`src/hdl/ecpi_pkg.sv`:
```
// Shared types and constants of the encoder PI speed controller.
// No dependencies; every other file of the block imports this package.
package ecpi_pkg;

    // field widths
    localparam int KP_W       = 28;
    localparam int KSUM_W     = KP_W + 1;
    localparam int WORD16_W   = 16;
    localparam int POS_W      = 12;
    localparam int E_W        = 17;
    localparam int U_W        = 40;
    localparam int ACC_W      = 49;
    localparam int MB_W       = 18;
    localparam int PROD_W     = KSUM_W + 1 + MB_W;
    localparam int HALF_W     = 20;
    localparam int PART_W     = HALF_W + WORD16_W;
    localparam int DSUM_W     = 57;
    localparam int DIV_W      = 32;
    localparam int CFG_IDX_W  = 3;
    localparam int CFG_DATA_W = 28;
    localparam int IN_TDATA_W = 8;
    localparam int IN_TUSER_W = 2;

    // result word layout, lowest bit first
    localparam int OUT_DIR_BIT  = 0;
    localparam int OUT_DUTY_LSB = 1;
    localparam int OUT_RPM_LSB  = 17;
    localparam int OUT_POS_LSB  = 33;
    localparam int OUT_ROT_BIT  = 45;
    localparam int OUT_RUN_BIT  = 46;
    localparam int OUT_TDATA_W  = 48;

    // register indexes
    localparam logic [CFG_IDX_W-1:0] CFG_KP        = 3'd0;
    localparam logic [CFG_IDX_W-1:0] CFG_KI_TS     = 3'd1;
    localparam logic [CFG_IDX_W-1:0] CFG_SET_POINT = 3'd2;
    localparam logic [CFG_IDX_W-1:0] CFG_DUTY_PV   = 3'd3;
    localparam logic [CFG_IDX_W-1:0] CFG_PWM_PER   = 3'd4;

    // register reset values
    localparam logic [KP_W-1:0]     KP_RST        = 28'd335544;
    localparam logic [KP_W-1:0]     KI_TS_RST     = 28'd3355;
    localparam logic [WORD16_W-1:0] SET_POINT_RST = 16'd1000;
    localparam logic [WORD16_W-1:0] DUTY_PV_RST   = 16'd21333;
    localparam logic [WORD16_W-1:0] PWM_PER_RST   = 16'd1000;

    typedef enum logic [IN_TUSER_W-1:0] {
        REQ_EDGE    = 2'd0,
        REQ_MEASURE = 2'd1,
        REQ_CONTROL = 2'd2,
        REQ_KEY     = 2'd3
    } t_req;

    typedef enum logic [2:0] {
        MUL_RPM  = 3'd0,
        MUL_KSUM = 3'd1,
        MUL_KP   = 3'd2,
        MUL_LO   = 3'd3,
        MUL_HI   = 3'd4
    } t_mul_op;

    typedef struct packed {
        t_mul_op mul_op;
        logic    mul_en;
        logic    edge_upd;
        logic    key_upd;
        logic    pulse_clr;
        logic    div_start;
        logic    div_sel;
        logic    rpm_en;
        logic    pos_en;
        logic    prep_en;
        logic    acc_en;
        logic    sat_en;
        logic    abs_en;
        logic    dlo_en;
        logic    fin_en;
        logic    out_load;
    } t_cmd;

    typedef struct packed {
        logic div_busy;
        logic loop_on;
    } t_stat;

endpackage

```
`src/hdl/encoder_pi_speed_controller.sv`:
```
// Top level of the encoder PI speed controller: stream ports, settings port,
// sequencer and datapath. Depends on ecpi_pkg, ecpi_ctrl and ecpi_dp.
//
// One input word carries one event (tuser: encoder A edge, measure tick,
// control tick, start/stop key) and produces exactly one result word with
// the state after that event. Events are handled one at a time; the input
// takes a new word as soon as the previous event has finished, even while
// its result still waits in the output register. Encoder edges, keys and
// control ticks while stopped are accepted, then the result is loaded. A
// control tick while running steps through the PI update and the duty
// scaling, which share one 29x18 multiplier over four products. A measure
// tick first forms the pulses times RPM_SCALE product, then rpm and the
// shaft position each go through a reciprocal divider by COUNTS_PER_REV
// (launch, three steps, take the result). While the previous result has not
// been taken, hold the last cycle of an event until it is. Settings may be
// written at any cycle while no event is in flight; a write to an index
// beyond the list is dropped. No start-up pass is needed after reset.
module encoder_pi_speed_controller #(
    parameter int COUNTS_PER_REV = 1024,
    parameter int RPM_SCALE      = 6000
) (
    input  logic                                i_clk,
    input  logic                                i_rst_n,
    // settings write port
    input  logic                                i_cfg_wr_en,
    input  logic [ecpi_pkg::CFG_IDX_W-1:0]      i_cfg_idx,
    input  logic [ecpi_pkg::CFG_DATA_W-1:0]     i_cfg_data,
    // event stream
    input  logic                                i_s_tvalid,
    output logic                                o_s_tready,
    input  logic [ecpi_pkg::IN_TDATA_W-1:0]     i_s_tdata,  // [0] b_level, [7:1] zero
    input  logic [ecpi_pkg::IN_TUSER_W-1:0]     i_s_tuser,  // [1:0] req_type
    // result stream
    output logic                                o_m_tvalid,
    input  logic                                i_m_tready,
    // [0] drive_dir, [16:1] duty, [32:17] speed_rpm, [44:33] shaft_position,
    // [45] rotation_dir, [46] running, [47] zero
    output logic [ecpi_pkg::OUT_TDATA_W-1:0]    o_m_tdata
);
    import ecpi_pkg::*;

    t_cmd  cmd;
    t_stat stat;
    t_req  req;

    // event kind straight from the sideband
    assign req = t_req'(i_s_tuser);

    ecpi_ctrl u_ctrl (
        .i_clk       (i_clk),
        .i_rst_n     (i_rst_n),
        .i_in_valid  (i_s_tvalid),
        .i_in_req    (req),
        .o_in_ready  (o_s_tready),
        .o_out_valid (o_m_tvalid),
        .i_out_ready (i_m_tready),
        .i_stat      (stat),
        .o_cmd       (cmd)
    );

    // the b level is used only in the accept cycle of an encoder edge
    ecpi_dp #(
        .COUNTS_PER_REV (COUNTS_PER_REV),
        .RPM_SCALE      (RPM_SCALE)
    ) u_dp (
        .i_clk       (i_clk),
        .i_rst_n     (i_rst_n),
        .i_cfg_wr_en (i_cfg_wr_en),
        .i_cfg_idx   (i_cfg_idx),
        .i_cfg_data  (i_cfg_data),
        .i_b_level   (i_s_tdata[0]),
        .i_cmd       (cmd),
        .o_stat      (stat),
        .o_out_data  (o_m_tdata)
    );

endmodule

```
`src/hdl/ecpi_div.sv`:
```
// Division by a constant through reciprocal multiplication.
// Depends on ecpi_pkg for the dividend and remainder widths.
module ecpi_div #(
    parameter int DIVISOR = 1024
) (
    input  logic                        i_clk,
    input  logic                        i_rst_n,
    input  logic                        i_start,
    input  logic [ecpi_pkg::DIV_W-1:0]  i_dividend,
    output logic                        o_busy,
    output logic [ecpi_pkg::DIV_W-1:0]  o_quotient,
    output logic [ecpi_pkg::POS_W-1:0]  o_remainder
);
    import ecpi_pkg::*;

    // a dividend at or above SAT_LIM gives a quotient beyond 16 bits, so only
    // 28 dividend bits ever reach the reciprocal product
    localparam int XW    = 28;
    localparam int RCP_W = XW + 1;
    localparam int PRD_W = XW + RCP_W;
    localparam int SH    = XW + $clog2(DIVISOR);
    localparam logic [63:0] RCP_FULL =
        ((64'd1 << SH) + 64'(DIVISOR) - 64'd1) / 64'(DIVISOR);
    localparam logic [RCP_W-1:0] RCP     = RCP_FULL[RCP_W-1:0];
    localparam logic [DIV_W-1:0] SAT_LIM = DIV_W'(64'(DIVISOR) << WORD16_W);
    localparam logic [DIV_W-1:0] DVS     = DIV_W'(DIVISOR);

    logic [2:0]       r_stage;    // one bit per step
    logic [DIV_W-1:0] r_x;
    logic             r_over;
    logic [PRD_W-1:0] r_prd;
    logic [XW-1:0]    r_q;
    logic [DIV_W-1:0] r_quo;
    logic [POS_W-1:0] r_rem;

    logic [DIV_W-1:0] qd;

    assign qd = {{(DIV_W-XW){1'b0}}, r_q} * DVS;

    always_ff @(posedge i_clk) begin
        if (!i_rst_n) begin
            r_stage <= '0;
        end else begin
            r_stage <= {r_stage[1:0], i_start};
        end
    end

    always_ff @(posedge i_clk) begin
        if (i_start) begin
            r_x <= i_dividend;
        end
        if (r_stage[0]) begin
            r_prd  <= r_x[XW-1:0] * RCP;
            r_over <= (r_x >= SAT_LIM);
        end
        if (r_stage[1]) begin
            r_q <= XW'(r_prd >> SH);
        end
        // an oversized dividend returns all ones, enough to saturate
        if (r_stage[2]) begin
            r_quo <= r_over ? '1 : DIV_W'(r_q);
            r_rem <= POS_W'(r_x - qd);
        end
    end

    assign o_busy      = |r_stage;
    assign o_quotient  = r_quo;
    assign o_remainder = r_rem;

endmodule

```
`src/hdl/ecpi_ctrl.sv`:
```
// Sequencer of the speed controller: steps one event through the datapath.
// Depends on ecpi_pkg for the command and status structs.
module ecpi_ctrl (
    input  logic            i_clk,
    input  logic            i_rst_n,
    input  logic            i_in_valid,
    input  ecpi_pkg::t_req  i_in_req,
    output logic            o_in_ready,
    output logic            o_out_valid,
    input  logic            i_out_ready,
    input  ecpi_pkg::t_stat i_stat,
    output ecpi_pkg::t_cmd  o_cmd
);
    import ecpi_pkg::*;

    typedef enum logic [14:0] {
        S_IDLE  = 15'h0001,
        S_OUT   = 15'h0002,
        S_MMUL  = 15'h0004,
        S_DIV1L = 15'h0008,
        S_DIV1W = 15'h0010,
        S_DIV2L = 15'h0020,
        S_DIV2W = 15'h0040,
        S_CPREP = 15'h0080,
        S_CMUL1 = 15'h0100,
        S_CMUL2 = 15'h0200,
        S_CSAT  = 15'h0400,
        S_CABS  = 15'h0800,
        S_DMUL1 = 15'h1000,
        S_DMUL2 = 15'h2000,
        S_CFIN  = 15'h4000
    } t_state;

    t_state r_state, n_state;
    logic   r_out_valid;
    t_cmd   cmd;

    always_comb begin
        n_state = r_state;
        cmd     = '0;
        case (r_state)
            S_IDLE: begin
                if (i_in_valid) begin
                    case (i_in_req)
                        REQ_EDGE: begin
                            cmd.edge_upd = 1'b1;
                            n_state      = S_OUT;
                        end
                        REQ_MEASURE: n_state = S_MMUL;
                        REQ_CONTROL: n_state = i_stat.loop_on ? S_CPREP : S_OUT;
                        REQ_KEY: begin
                            cmd.key_upd = 1'b1;
                            n_state     = S_OUT;
                        end
                        default: n_state = S_OUT;
                    endcase
                end
            end
            S_OUT: begin
                if (!r_out_valid || i_out_ready) begin
                    cmd.out_load = 1'b1;
                    n_state      = S_IDLE;
                end
            end
            S_MMUL: begin
                cmd.mul_op    = MUL_RPM;
                cmd.mul_en    = 1'b1;
                cmd.pulse_clr = 1'b1;
                n_state       = S_DIV1L;
            end
            S_DIV1L: begin
                cmd.div_start = 1'b1;
                n_state       = S_DIV1W;
            end
            S_DIV1W: begin
                if (!i_stat.div_busy) begin
                    cmd.rpm_en = 1'b1;
                    n_state    = S_DIV2L;
                end
            end
            S_DIV2L: begin
                cmd.div_start = 1'b1;
                cmd.div_sel   = 1'b1;
                n_state       = S_DIV2W;
            end
            S_DIV2W: begin
                if (!i_stat.div_busy) begin
                    cmd.pos_en = 1'b1;
                    n_state    = S_OUT;
                end
            end
            S_CPREP: begin
                cmd.prep_en = 1'b1;
                n_state     = S_CMUL1;
            end
            S_CMUL1: begin
                cmd.mul_op = MUL_KSUM;
                cmd.mul_en = 1'b1;
                n_state    = S_CMUL2;
            end
            S_CMUL2: begin
                cmd.acc_en = 1'b1;
                cmd.mul_op = MUL_KP;
                cmd.mul_en = 1'b1;
                n_state    = S_CSAT;
            end
            S_CSAT: begin
                cmd.sat_en = 1'b1;
                n_state    = S_CABS;
            end
            S_CABS: begin
                cmd.abs_en = 1'b1;
                n_state    = S_DMUL1;
            end
            S_DMUL1: begin
                cmd.mul_op = MUL_LO;
                cmd.mul_en = 1'b1;
                n_state    = S_DMUL2;
            end
            S_DMUL2: begin
                cmd.dlo_en = 1'b1;
                cmd.mul_op = MUL_HI;
                cmd.mul_en = 1'b1;
                n_state    = S_CFIN;
            end
            S_CFIN: begin
                cmd.fin_en = 1'b1;
                n_state    = S_OUT;
            end
            default: n_state = S_IDLE;
        endcase
    end

    always_ff @(posedge i_clk) begin
        if (!i_rst_n) begin
            r_state     <= S_IDLE;
            r_out_valid <= 1'b0;
        end else begin
            r_state <= n_state;
            if (cmd.out_load) begin
                r_out_valid <= 1'b1;
            end else if (i_out_ready) begin
                r_out_valid <= 1'b0;
            end
        end
    end

    assign o_in_ready  = (r_state == S_IDLE);
    assign o_out_valid = r_out_valid;
    assign o_cmd       = cmd;

endmodule

```
`src/hdl/ecpi_dp.sv`:
```
// Datapath of the speed controller: settings, loop state, shared multiplier,
// divider and result word. Depends on ecpi_pkg and ecpi_div.
module ecpi_dp #(
    parameter int COUNTS_PER_REV = 1024,
    parameter int RPM_SCALE      = 6000
) (
    input  logic                              i_clk,
    input  logic                              i_rst_n,
    input  logic                              i_cfg_wr_en,
    input  logic [ecpi_pkg::CFG_IDX_W-1:0]    i_cfg_idx,
    input  logic [ecpi_pkg::CFG_DATA_W-1:0]   i_cfg_data,
    input  logic                              i_b_level,
    input  ecpi_pkg::t_cmd                    i_cmd,
    output ecpi_pkg::t_stat                   o_stat,
    output logic [ecpi_pkg::OUT_TDATA_W-1:0]  o_out_data
);
    import ecpi_pkg::*;

    // settings
    logic [KP_W-1:0]     r_kp, r_ki_ts;
    logic [WORD16_W-1:0] r_set_point, r_duty_pv, r_pwm_per;

    // loop state
    logic [WORD16_W-1:0] r_pulse, r_pos_cnt, r_rpm, r_target, r_duty;
    logic [POS_W-1:0]    r_pos;
    logic                r_spin, r_loop_on, r_drive_sign;
    logic [E_W-1:0]      r_prev_e;
    logic [U_W-1:0]      r_prev_u;

    // scratch
    logic [E_W-1:0]      r_e;
    logic [KSUM_W-1:0]   r_ksum;
    logic [PROD_W-1:0]   r_prod;
    logic [ACC_W-1:0]    r_acc;
    logic [U_W-1:0]      r_u;
    logic [U_W-1:0]      r_mag;
    logic [PART_W-1:0]   r_dlo;
    logic [OUT_TDATA_W-1:0] r_out;

    // multiplier operands
    logic [KSUM_W-1:0]        mul_a;
    logic signed [MB_W-1:0]   mul_b;
    logic signed [PROD_W-1:0] mul_res;

    logic [DIV_W-1:0]    div_in, div_quo;
    logic [POS_W-1:0]    div_rem;
    logic                div_busy;

    logic [ACC_W-1:0]    u_full;
    logic [U_W-1:0]      u_sat;
    logic [DSUM_W-1:0]   d_sum;
    logic [24:0]         d_raw;
    logic [WORD16_W-1:0] d_clamp;
    logic [WORD16_W-1:0] rpm_sat;

    always_comb begin
        case (i_cmd.mul_op)
            MUL_KSUM: begin
                mul_a = r_ksum;
                mul_b = {r_e[E_W-1], r_e};
            end
            MUL_KP: begin
                mul_a = KSUM_W'(r_kp);
                mul_b = {r_prev_e[E_W-1], r_prev_e};
            end
            MUL_LO: begin
                mul_a = KSUM_W'(r_mag[HALF_W-1:0]);
                mul_b = {2'b00, r_duty_pv};
            end
            MUL_HI: begin
                mul_a = KSUM_W'(r_mag[U_W-1:HALF_W]);
                mul_b = {2'b00, r_duty_pv};
            end
            default: begin
                mul_a = KSUM_W'(r_pulse);
                mul_b = MB_W'(RPM_SCALE);
            end
        endcase
        mul_res = $signed({1'b0, mul_a}) * mul_b;
    end

    assign div_in = i_cmd.div_sel ? DIV_W'(r_pos_cnt) : r_prod[DIV_W-1:0];

    ecpi_div #(
        .DIVISOR (COUNTS_PER_REV)
    ) u_div (
        .i_clk       (i_clk),
        .i_rst_n     (i_rst_n),
        .i_start     (i_cmd.div_start),
        .i_dividend  (div_in),
        .o_busy      (div_busy),
        .o_quotient  (div_quo),
        .o_remainder (div_rem)
    );

    always_comb begin
        rpm_sat = (|div_quo[DIV_W-1:WORD16_W]) ? '1 : div_quo[WORD16_W-1:0];

        // saturate the exact sum to signed Q16.24
        u_full = r_acc - {r_prod[PROD_W-1], r_prod};
        if (u_full[ACC_W-1] && !(&u_full[ACC_W-1:U_W-1])) begin
            u_sat = {1'b1, {(U_W-1){1'b0}}};
        end else if (!u_full[ACC_W-1] && (|u_full[ACC_W-1:U_W-1])) begin
            u_sat = {1'b0, {(U_W-1){1'b1}}};
        end else begin
            u_sat = u_full[U_W-1:0];
        end

        // recombine the two partial products and drop the 32 fraction bits
        d_sum   = {1'b0, r_prod[PART_W-1:0], {HALF_W{1'b0}}}
                + {{(DSUM_W-PART_W){1'b0}}, r_dlo};
        d_raw   = d_sum[DSUM_W-1:32];
        d_clamp = (d_raw > {9'b0, r_pwm_per}) ? r_pwm_per : d_raw[WORD16_W-1:0];
    end

    always_ff @(posedge i_clk) begin
        if (!i_rst_n) begin
            r_kp         <= KP_RST;
            r_ki_ts      <= KI_TS_RST;
            r_set_point  <= SET_POINT_RST;
            r_duty_pv    <= DUTY_PV_RST;
            r_pwm_per    <= PWM_PER_RST;
            r_pulse      <= '0;
            r_pos_cnt    <= '0;
            r_rpm        <= '0;
            r_pos        <= '0;
            r_spin       <= 1'b0;
            r_target     <= '0;
            r_prev_e     <= '0;
            r_prev_u     <= '0;
            r_loop_on    <= 1'b0;
            r_duty       <= '0;
            r_drive_sign <= 1'b0;
        end else begin
            if (i_cfg_wr_en) begin
                case (i_cfg_idx)
                    CFG_KP:        r_kp        <= i_cfg_data;
                    CFG_KI_TS:     r_ki_ts     <= i_cfg_data;
                    CFG_SET_POINT: r_set_point <= i_cfg_data[WORD16_W-1:0];
                    CFG_DUTY_PV:   r_duty_pv   <= i_cfg_data[WORD16_W-1:0];
                    CFG_PWM_PER:   r_pwm_per   <= i_cfg_data[WORD16_W-1:0];
                    default: ;
                endcase
            end
            if (i_cmd.edge_upd) begin
                r_pulse   <= r_pulse + 1'b1;
                r_spin    <= i_b_level;
                r_pos_cnt <= i_b_level ? r_pos_cnt - 1'b1 : r_pos_cnt + 1'b1;
            end
            if (i_cmd.key_upd) begin
                r_loop_on <= !r_loop_on;
                if (!r_loop_on) begin
                    r_target <= r_set_point;
                end else begin
                    r_duty <= '0;
                end
            end
            if (i_cmd.pulse_clr) begin
                r_pulse <= '0;
            end
            if (i_cmd.rpm_en) begin
                r_rpm <= rpm_sat;
            end
            if (i_cmd.pos_en) begin
                r_pos <= div_rem;
            end
            if (i_cmd.fin_en) begin
                r_duty       <= d_clamp;
                r_drive_sign <= r_u[U_W-1];
                r_prev_e     <= r_e;
                r_prev_u     <= r_u;
            end
        end
    end

    always_ff @(posedge i_clk) begin
        if (i_cmd.mul_en) begin
            r_prod <= mul_res;
        end
        if (i_cmd.prep_en) begin
            r_e    <= {1'b0, r_target} - {1'b0, r_rpm};
            r_ksum <= {1'b0, r_kp} + {1'b0, r_ki_ts};
        end
        if (i_cmd.acc_en) begin
            r_acc <= {{(ACC_W-U_W){r_prev_u[U_W-1]}}, r_prev_u}
                   + {r_prod[PROD_W-1], r_prod};
        end
        if (i_cmd.sat_en) begin
            r_u <= u_sat;
        end
        if (i_cmd.abs_en) begin
            r_mag <= r_u[U_W-1] ? (~r_u + 1'b1) : r_u;
        end
        if (i_cmd.dlo_en) begin
            r_dlo <= r_prod[PART_W-1:0];
        end
        if (i_cmd.out_load) begin
            r_out <= {1'b0, r_loop_on, r_spin, r_pos, r_rpm, r_duty, r_drive_sign};
        end
    end

    assign o_stat.div_busy = div_busy;
    assign o_stat.loop_on  = r_loop_on;
    assign o_out_data      = r_out;

endmodule

```
`config.mk`:
```
export PLATFORM = sky130hd
export DESIGN_NAME = encoder_pi_speed_controller
export DESIGN_NICKNAME = d
export VERILOG_FILES = /design/src/hdl/ecpi_pkg.sv /design/src/hdl/encoder_pi_speed_controller.sv /design/src/hdl/ecpi_div.sv /design/src/hdl/ecpi_ctrl.sv /design/src/hdl/ecpi_dp.sv
export SDC_FILE = /design/constraint.sdc
export NUM_CORES = 2
export LEC_CHECK = 0
export BUFFER_PORTS_ARGS = -buffer_cell sky130_fd_sc_hd__buf_2
export CAP_MARGIN = 20
export CORE_ASPECT_RATIO = 1.2
export CORE_MARGIN = 2
export CORE_UTILIZATION = 28
export DETAILED_ROUTE_END_ITERATION = 10
export PLACE_DENSITY = 0.38
export SYNTH_ARGS = -nofsm -noshare
export SYNTH_HDL_FRONTEND = slang
export SYNTH_SLANG_ARGS = --single-unit
```
`constraint.sdc`:
```
create_clock -name i_clk -period 21.4 [get_ports i_clk]
set_input_delay 1.07 -clock i_clk [delete_from_list [all_inputs] [get_ports i_clk]]
set_output_delay 1.07 -clock i_clk [all_outputs]
set_load 0.005 [all_outputs]
```
### Yosys cells after proc, flatten, opt, wreduce, memory -nomap -nowiden

Cells that the tools add are included.

| word-level totals | value |
|---|---|
| word-level logic and storage cells | 150 |
| bits in read-only memories | 0 |
| memories kept | 0 |
| memory bits (writable) | 0 |
| flip-flop bits (word level) | 704 |
| bits in latches | 0 |
| output and inout bits | 50 |

| cells by class | value |
|---|---|
| div/mod/pow operators | 0 |
| eq/ne operators | 30 |
| multiply operators | 1 |
| reduce and logical (&&, ||, !) cells | 28 |
| muxes and demuxes | 40 |
| bitwise operators | 3 |
| $lt $le $gt $ge | 2 |
| shift operators | 0 |
| add/subtract/negate cells | 10 |

Operators by type and width:

| operator | count |
|---|---|
| $pmux 15 s15 | 1 |
| $pmux 29 s4 | 1 |
| $mux 16 | 7 |
| $mux 15 | 4 |
| $add 56x36->57 | 1 |
| $pmux 18 s3 | 1 |
| $add 40x48->49 | 1 |
| $sub 49x49->49 | 1 |
| $mul 30x18->48 | 1 |
| $pmux 15 s3 | 1 |
| $add 40x1->40 const B | 1 |
| $mux 40 | 1 |
| $not 40->40 | 1 |
| $mux 39 | 1 |
| $add 16x1->16 const B | 2 |
| $ge 32x27->1 const B | 1 |
| $mux 32 | 1 |
| $add 28x28->29 | 1 |
| $gt 25x16->1 | 1 |
| $pmux 4 s5 | 1 |
| $mux 1 | 18 |
| $sub 16x16->17 | 1 |
| $reduce_or 16->1 | 1 |
| $sub 16x1->16 const B | 1 |
| other kinds (38) | 63 |

### Logic depth before layout (Yosys ltp)

| depth | value |
|---|---|
| word-level depth | 6 |
| gate-level depth with buffers | 37 |
| mapped depth without buffers | 34 |

### Modules after synthesis

Synthesis repeated with hierarchy kept, for this count alone.

| unflattened totals | value |
|---|---|
| cells, all modules | 5294 |
| area, all modules | 49964.2 µm² |

By module, submodules not included:

| module | instances | seq. area each (µm²) | cells each | area each (µm²) |
|---|---|---|---|---|
| ecpi_dp | 1 | 13693.1 | 5014 | 45484.9 |
| ecpi_div | 1 | 3093.0 | 147 | 3383.2 |
| ecpi_ctrl | 1 | 320.3 | 133 | 1096.1 |

### Worst setup path before layout

Ideal clock, no wire load.

| timing | value |
|---|---|
| path type | register to register |
| start | reg u_ctrl.r_state[10] |
| end | reg u_dp.r_prod[45], data pin |
| slack | 10242 ps |
| data arrival time | 10879 ps |
| stages on the path, launching flop included | 34 |
| period minus slack after synthesis | 11158 ps |
| required time | 21121 ps |
| library setup time | 279 ps |
| buffers on the path | 4 |
| cell sequence | dfxtp_1 -> nor4_1 -> and3_1 -> nand2_1 -> or3_1 -> nor3b_1 -> clkbuf_1 -> buf_1 -> clkbuf_1 -> buf_1 -> a22oi_1 -> nor2_1 -> fa_1 -> inv_1 -> fa_1 -> fa_1 -> inv_1 -> fa_1 -> fa_1 -> inv_1 -> fa_1 -> inv_1 -> ha_1 -> a21o_1 -> a221oi_1 -> o21ai_0 -> or3_1 -> a21oi_1 -> o31ai_1 -> nand2_1 -> o211ai_1 -> a31oi_1 -> nor3_1 -> or4b_2 |

| on the way | value |
|---|---|
| word-level cells in the longest chain between the ends | 6 |

RTL lines:

| what | line | text |
|---|---|---|
| from (decl) | ecpi_ctrl.sv:34 | `t_state r_state, n_state;` |
| from (signal assigned) | ecpi_ctrl.sv:139 | `r_state <= n_state;` |
| $eq 15x14->1, or another cell as far along | ecpi_ctrl.sv:41 | `case (r_state)` |
| $pmux 4 s5 * | ecpi_ctrl.sv:41 |  |
| $eq 3x2->1 / $eq 3x3->1 (equally long branches) | ecpi_dp.sv:57 | `case (i_cmd.mul_op)` |
| $reduce_or 2->1 (no source line) | - |  |
| $pmux 18 s3 | ecpi_dp.sv:57 |  |
| $mul 30x18->48 * | ecpi_dp.sv:79 | `mul_res = $signed({1'b0, mul_a}) * mul_b;` |
| net u_dp.mul_res[45] | ecpi_dp.sv:43 | `logic signed [PROD_W-1:0] mul_res;` |
| to (signal assigned) | ecpi_dp.sv:178 | `r_prod <= mul_res;` |
| to (decl) | ecpi_dp.sv:33 | `logic [PROD_W-1:0] r_prod;` |

Mark *: on every way through the listed nets, which the timed path passes. The rest lies on a longest branch.
A chain may end at the register's enable or synchronous reset.

### Worst setup path in the final report

| timing | value |
|---|---|
| start | reg u_ctrl.r_state[3] |
| end | reg u_dp.r_prod[45], data pin |

Same word-level chain as after synthesis.

==> metrics.md <==
| Metric | Value |
|---|---|
| Outcome | completed |
| NumNets Final | between 6000 and 7000 |
| CP delay by family, top | simple AND/OR/NAND/NOR gates |
| Critical path launch point type | flip-flop |
| CTS tree | yes |
| Postcts setup bufs | 0 |
| Synth Warn # | 0 |
| GPL Wtd Cong | approximately 0.90 |
| Net Sw Frac | 0.240 |
| Post-layout min period | roughly 12 ns |
| Root Driver | clkbuf_16 |
| CP Class | reg2reg |
| Starting Density | 0.281 |
| Pint | 2.20 mW |
| Mapped Area | about 50000 sq um |
| Final cell count without fillers | 7731 |
| Clock Power Share | 0.488 |
| Mapped Nets | 6139 |
| Crit-path max cell delay | around 0.70 ns |
| Total power | 2.89 mW |
| Data required, critical path | between 20 and 25 ns |
| Final hold vios | 0 |
| Max Cap Viol | 0 |
| Flop pwr share | 0.469 |
| Slew headroom | 0.241 |
| Post-synthesis compound-gate area fraction | 0.117 |
| Vias | about 37000 |
| Final Cycle Share | 0.548 |
| H-tree depth | 3 |
| Critical path buffer and inverter count | 6 |
| RSZ-0062 raised after global routing | false |
| FF+latch count, synth | about 660 |
| Most common cell after layout, fill and taps aside | nand2_1 |
| First-pass GRT wire length | 267 mm |
| Post-synth cell types | 81 |
| Switching power | roughly 690 uW |
| # rows | about 170 |
| Most frequent cells in the layout | nand2_1, inv_1, nor2_1 |
| Pre-antenna DRT Iters | 6 |
| Placed cell count | approximately 7600 |
| Class of the worst hold path | reg2reg |
| Slew @ Worst Pin | between 1 and 1.5 ns |
| Vias/cell | between 4 and 5 |
| Syn Area/Cell | about 9.3 sq um |
| Leak Pwr | 23.1 nW |
| Max-slew violation count | 0 |
| Comb pwr share | 0.043 |
| Final WL | roughly 180 mm |
| Chip height | between 400 and 500 um |
| Die width | about 390 um |
| Crit. End Element | flip-flop |
| Fin Hold WS | approximately 0.42 ns |
| EDFF count, synth | roughly 390 |
| Initial antenna violation count | 4 |
| Cell with the most instances on the worst path | fa_1 |
| Largest family of logic cells by synthesized area | adder cells |
| All-Layer GR Usage | 0.201 |
| Reg clk slew, reported paths | approximately 0.060 ns |
| Layout Area Growth over Synthesis | 12.1% |
| Iter 0 DRT Violations | about 2300 |
| Power per Cell Area | between 50 and 60 nW/um^2 |
| Hold buffer count at CTS | 0 |
| Simple-gate share of the synthesized area | 0.153 |
| Setup-failing EPs final | 0 |
| TritonCTS buffer count | 79 |
| Ys flop type | edfxtp_1 |
| FMAX | 85.3 MHz |
| Setup TNS | 0 ns |
| Crit path DAT | around 12 ns |
| Core area | ~180000 sq um |
| Post-DRT Antenna Nets | 0 |
| Final Util | 0.315 |
| Async set-reset flop share out of synthesis | 0 |
| Post-CTS sizing | 0 |
| Vias in the first global route | 38700 |
| Sequential fraction of the synthesis area | 0.345 |
| Multiplexer area fraction after synthesis | 0.00710 |
| Dpl hpwl | between 100 and 150 mm |
| Synth Area in XOR/XNOR | 0.0430 |
| Bufs on Longest Clock Path | 3 |
| Largest net degree at the start of global routing | between 100 and 150 |
| Share of layout cells above drive strength 1 | 0.0677 |
| Routed len/inst | approximately 23 um |
| DRC Markers | 0 |
| I/O Pins | between 90 and 100 |
| Max FO, Critical Path | 45 |
| Post-Route Skew | about 0.060 ns |
| # port buffers | 87 |
| Slowest-stage cell, CP | or3_1 |
| Clock sinks | between 600 and 700 |
| Full die area | around 180000 sq um |
| Clock latency on the worst-skew pair | 0.72 ns |
| Maximum vdd drop | 60.8 uV |
| Adder-cell share of the synthesized area | 0.264 |
| Grt ovf | 0 |
| Post-Synthesis Cells | 5309 |
-- worst reg2reg max path: cells and delay by family (launching register included) --
| family | cells | cell delay (ns) |
|---|---|---|
| simple gates | 13 | 4.05 |
| fa+ha+maj | 7 | 3.60 |
| buf+inv | 6 | 1.06 |
| compound gates | 8 | 2.35 |
| flops | 1 | 0.36 |
-- power by group through the flow --
stage / clock (mW) / combinational, mW / sequential, mW
finish: 1.41 / 0.124 / 1.36
global placement: 0 / 0.125 / 1.38
detailed placement: 0 / 0.125 / 1.38
global route: 1.50 / 0.138 / 1.36
CTS: 1.46 / 0.126 / 1.36
floorplan: 0 / 0.0772 / 1.38
-- metal layers --
metal	global-route usage	wire length, um	vias to the layer above	share of wire
met5	0	0	-	0
met4	0.0591	5300	0	0.029
li1	-	-	17700	-
met1	0.271	82800	18800	0.46
met3	0.0197	6490	192	0.036
met2	0.341	86500	784	0.48
-- final timing paths --
kind	end	slack [ns]	start	depth (start not counted)
worst max-delay path	u_dp.r_prod[45]	9.68	u_ctrl.r_state[3]	34
worst min-delay path	u_dp.u_div.r_prd[49]	0.42	u_dp.u_div.r_x[21]	0
worst max register to register	u_dp.r_prod[45]	9.68	u_ctrl.r_state[3]	34
worst min register to register	u_dp.u_div.r_prd[49]	0.42	u_dp.u_div.r_x[21]	0
-- sequential cells by signal, summed over array words and instances, names as in the netlist, 17 cells and up --
signal                 flops
u_dp.u_div.r_x            32
u_dp.r_ksum               29
u_dp.r_prev_u             40
u_dp.o_out_data           47
u_dp.r_kp                 28
u_dp.u_div.r_q            18
u_dp.r_mag                40
u_dp.r_u                  40
u_dp.r_prev_e             17
u_dp.r_prod               48
u_dp.u_div.r_prd          18
u_dp.r_acc                49
u_dp.r_e                  17
u_dp.u_div.o_quotient     20
u_dp.r_ki_ts              28
-- synthesized netlist by cell type, drive strengths merged, types with 35 or more instances --
library cell  count  share of area
a21o             91          0.014
a21oi           371          0.037
a22o             35         0.0062
clkbuf          182          0.014
dfxtp           274           0.11
edfxtp          387           0.23
fa              437           0.18
ha              347          0.088
inv             722          0.055
nand2           843          0.064
nand2b           39         0.0051
nand3            84         0.0085
nor2            453          0.034
nor2b            38         0.0048
nor3             66         0.0067
o21ai           161          0.016
or3              36         0.0046
xnor2           183          0.032
xor2             60          0.011
-- final cells by class --
| type | count | area, sq um |
|---|---|---|
| Antenna cell | 3 | 7.51 |
| Clock buffer | 101 | 2160 |
| Clock inverter | 46 | 532 |
| Fill cell | 18400 | 121000 |
| Inverter | 722 | 2720 |
| Multi-Input combinational cell | 3722 | 29100 |
| Sequential cell | 661 | 17100 |
| Tap cell | 2308 | 2890 |
| Timing Repair Buffer | 168 | 1060 |
-- per-stage QoR --
step | setup slack, ns | cell area, sq um
final | 9.68 | 55500
after global routing | 8.93 | 55500
after CTS | 9.57 | 55500
after detailed placement | 9.64 | 52800
after global placement | 9.62 | 52800
after floorplan | 10.24 | 49500
-- logic make-up after synthesis --
| kind of cell | after synthesis |
|---|---|
| AOI/OAI and AO/OA | 920 |
| xor gates and xnor gates | 243 |
| adders and majority gates | 784 |
| buffers and inverters | 926 |
| DFF | 661 |
| muxes | 35 |
| other | 1 |
| and+or+nand+nor | 1739 |
Power figures use the tool's default switching activity.
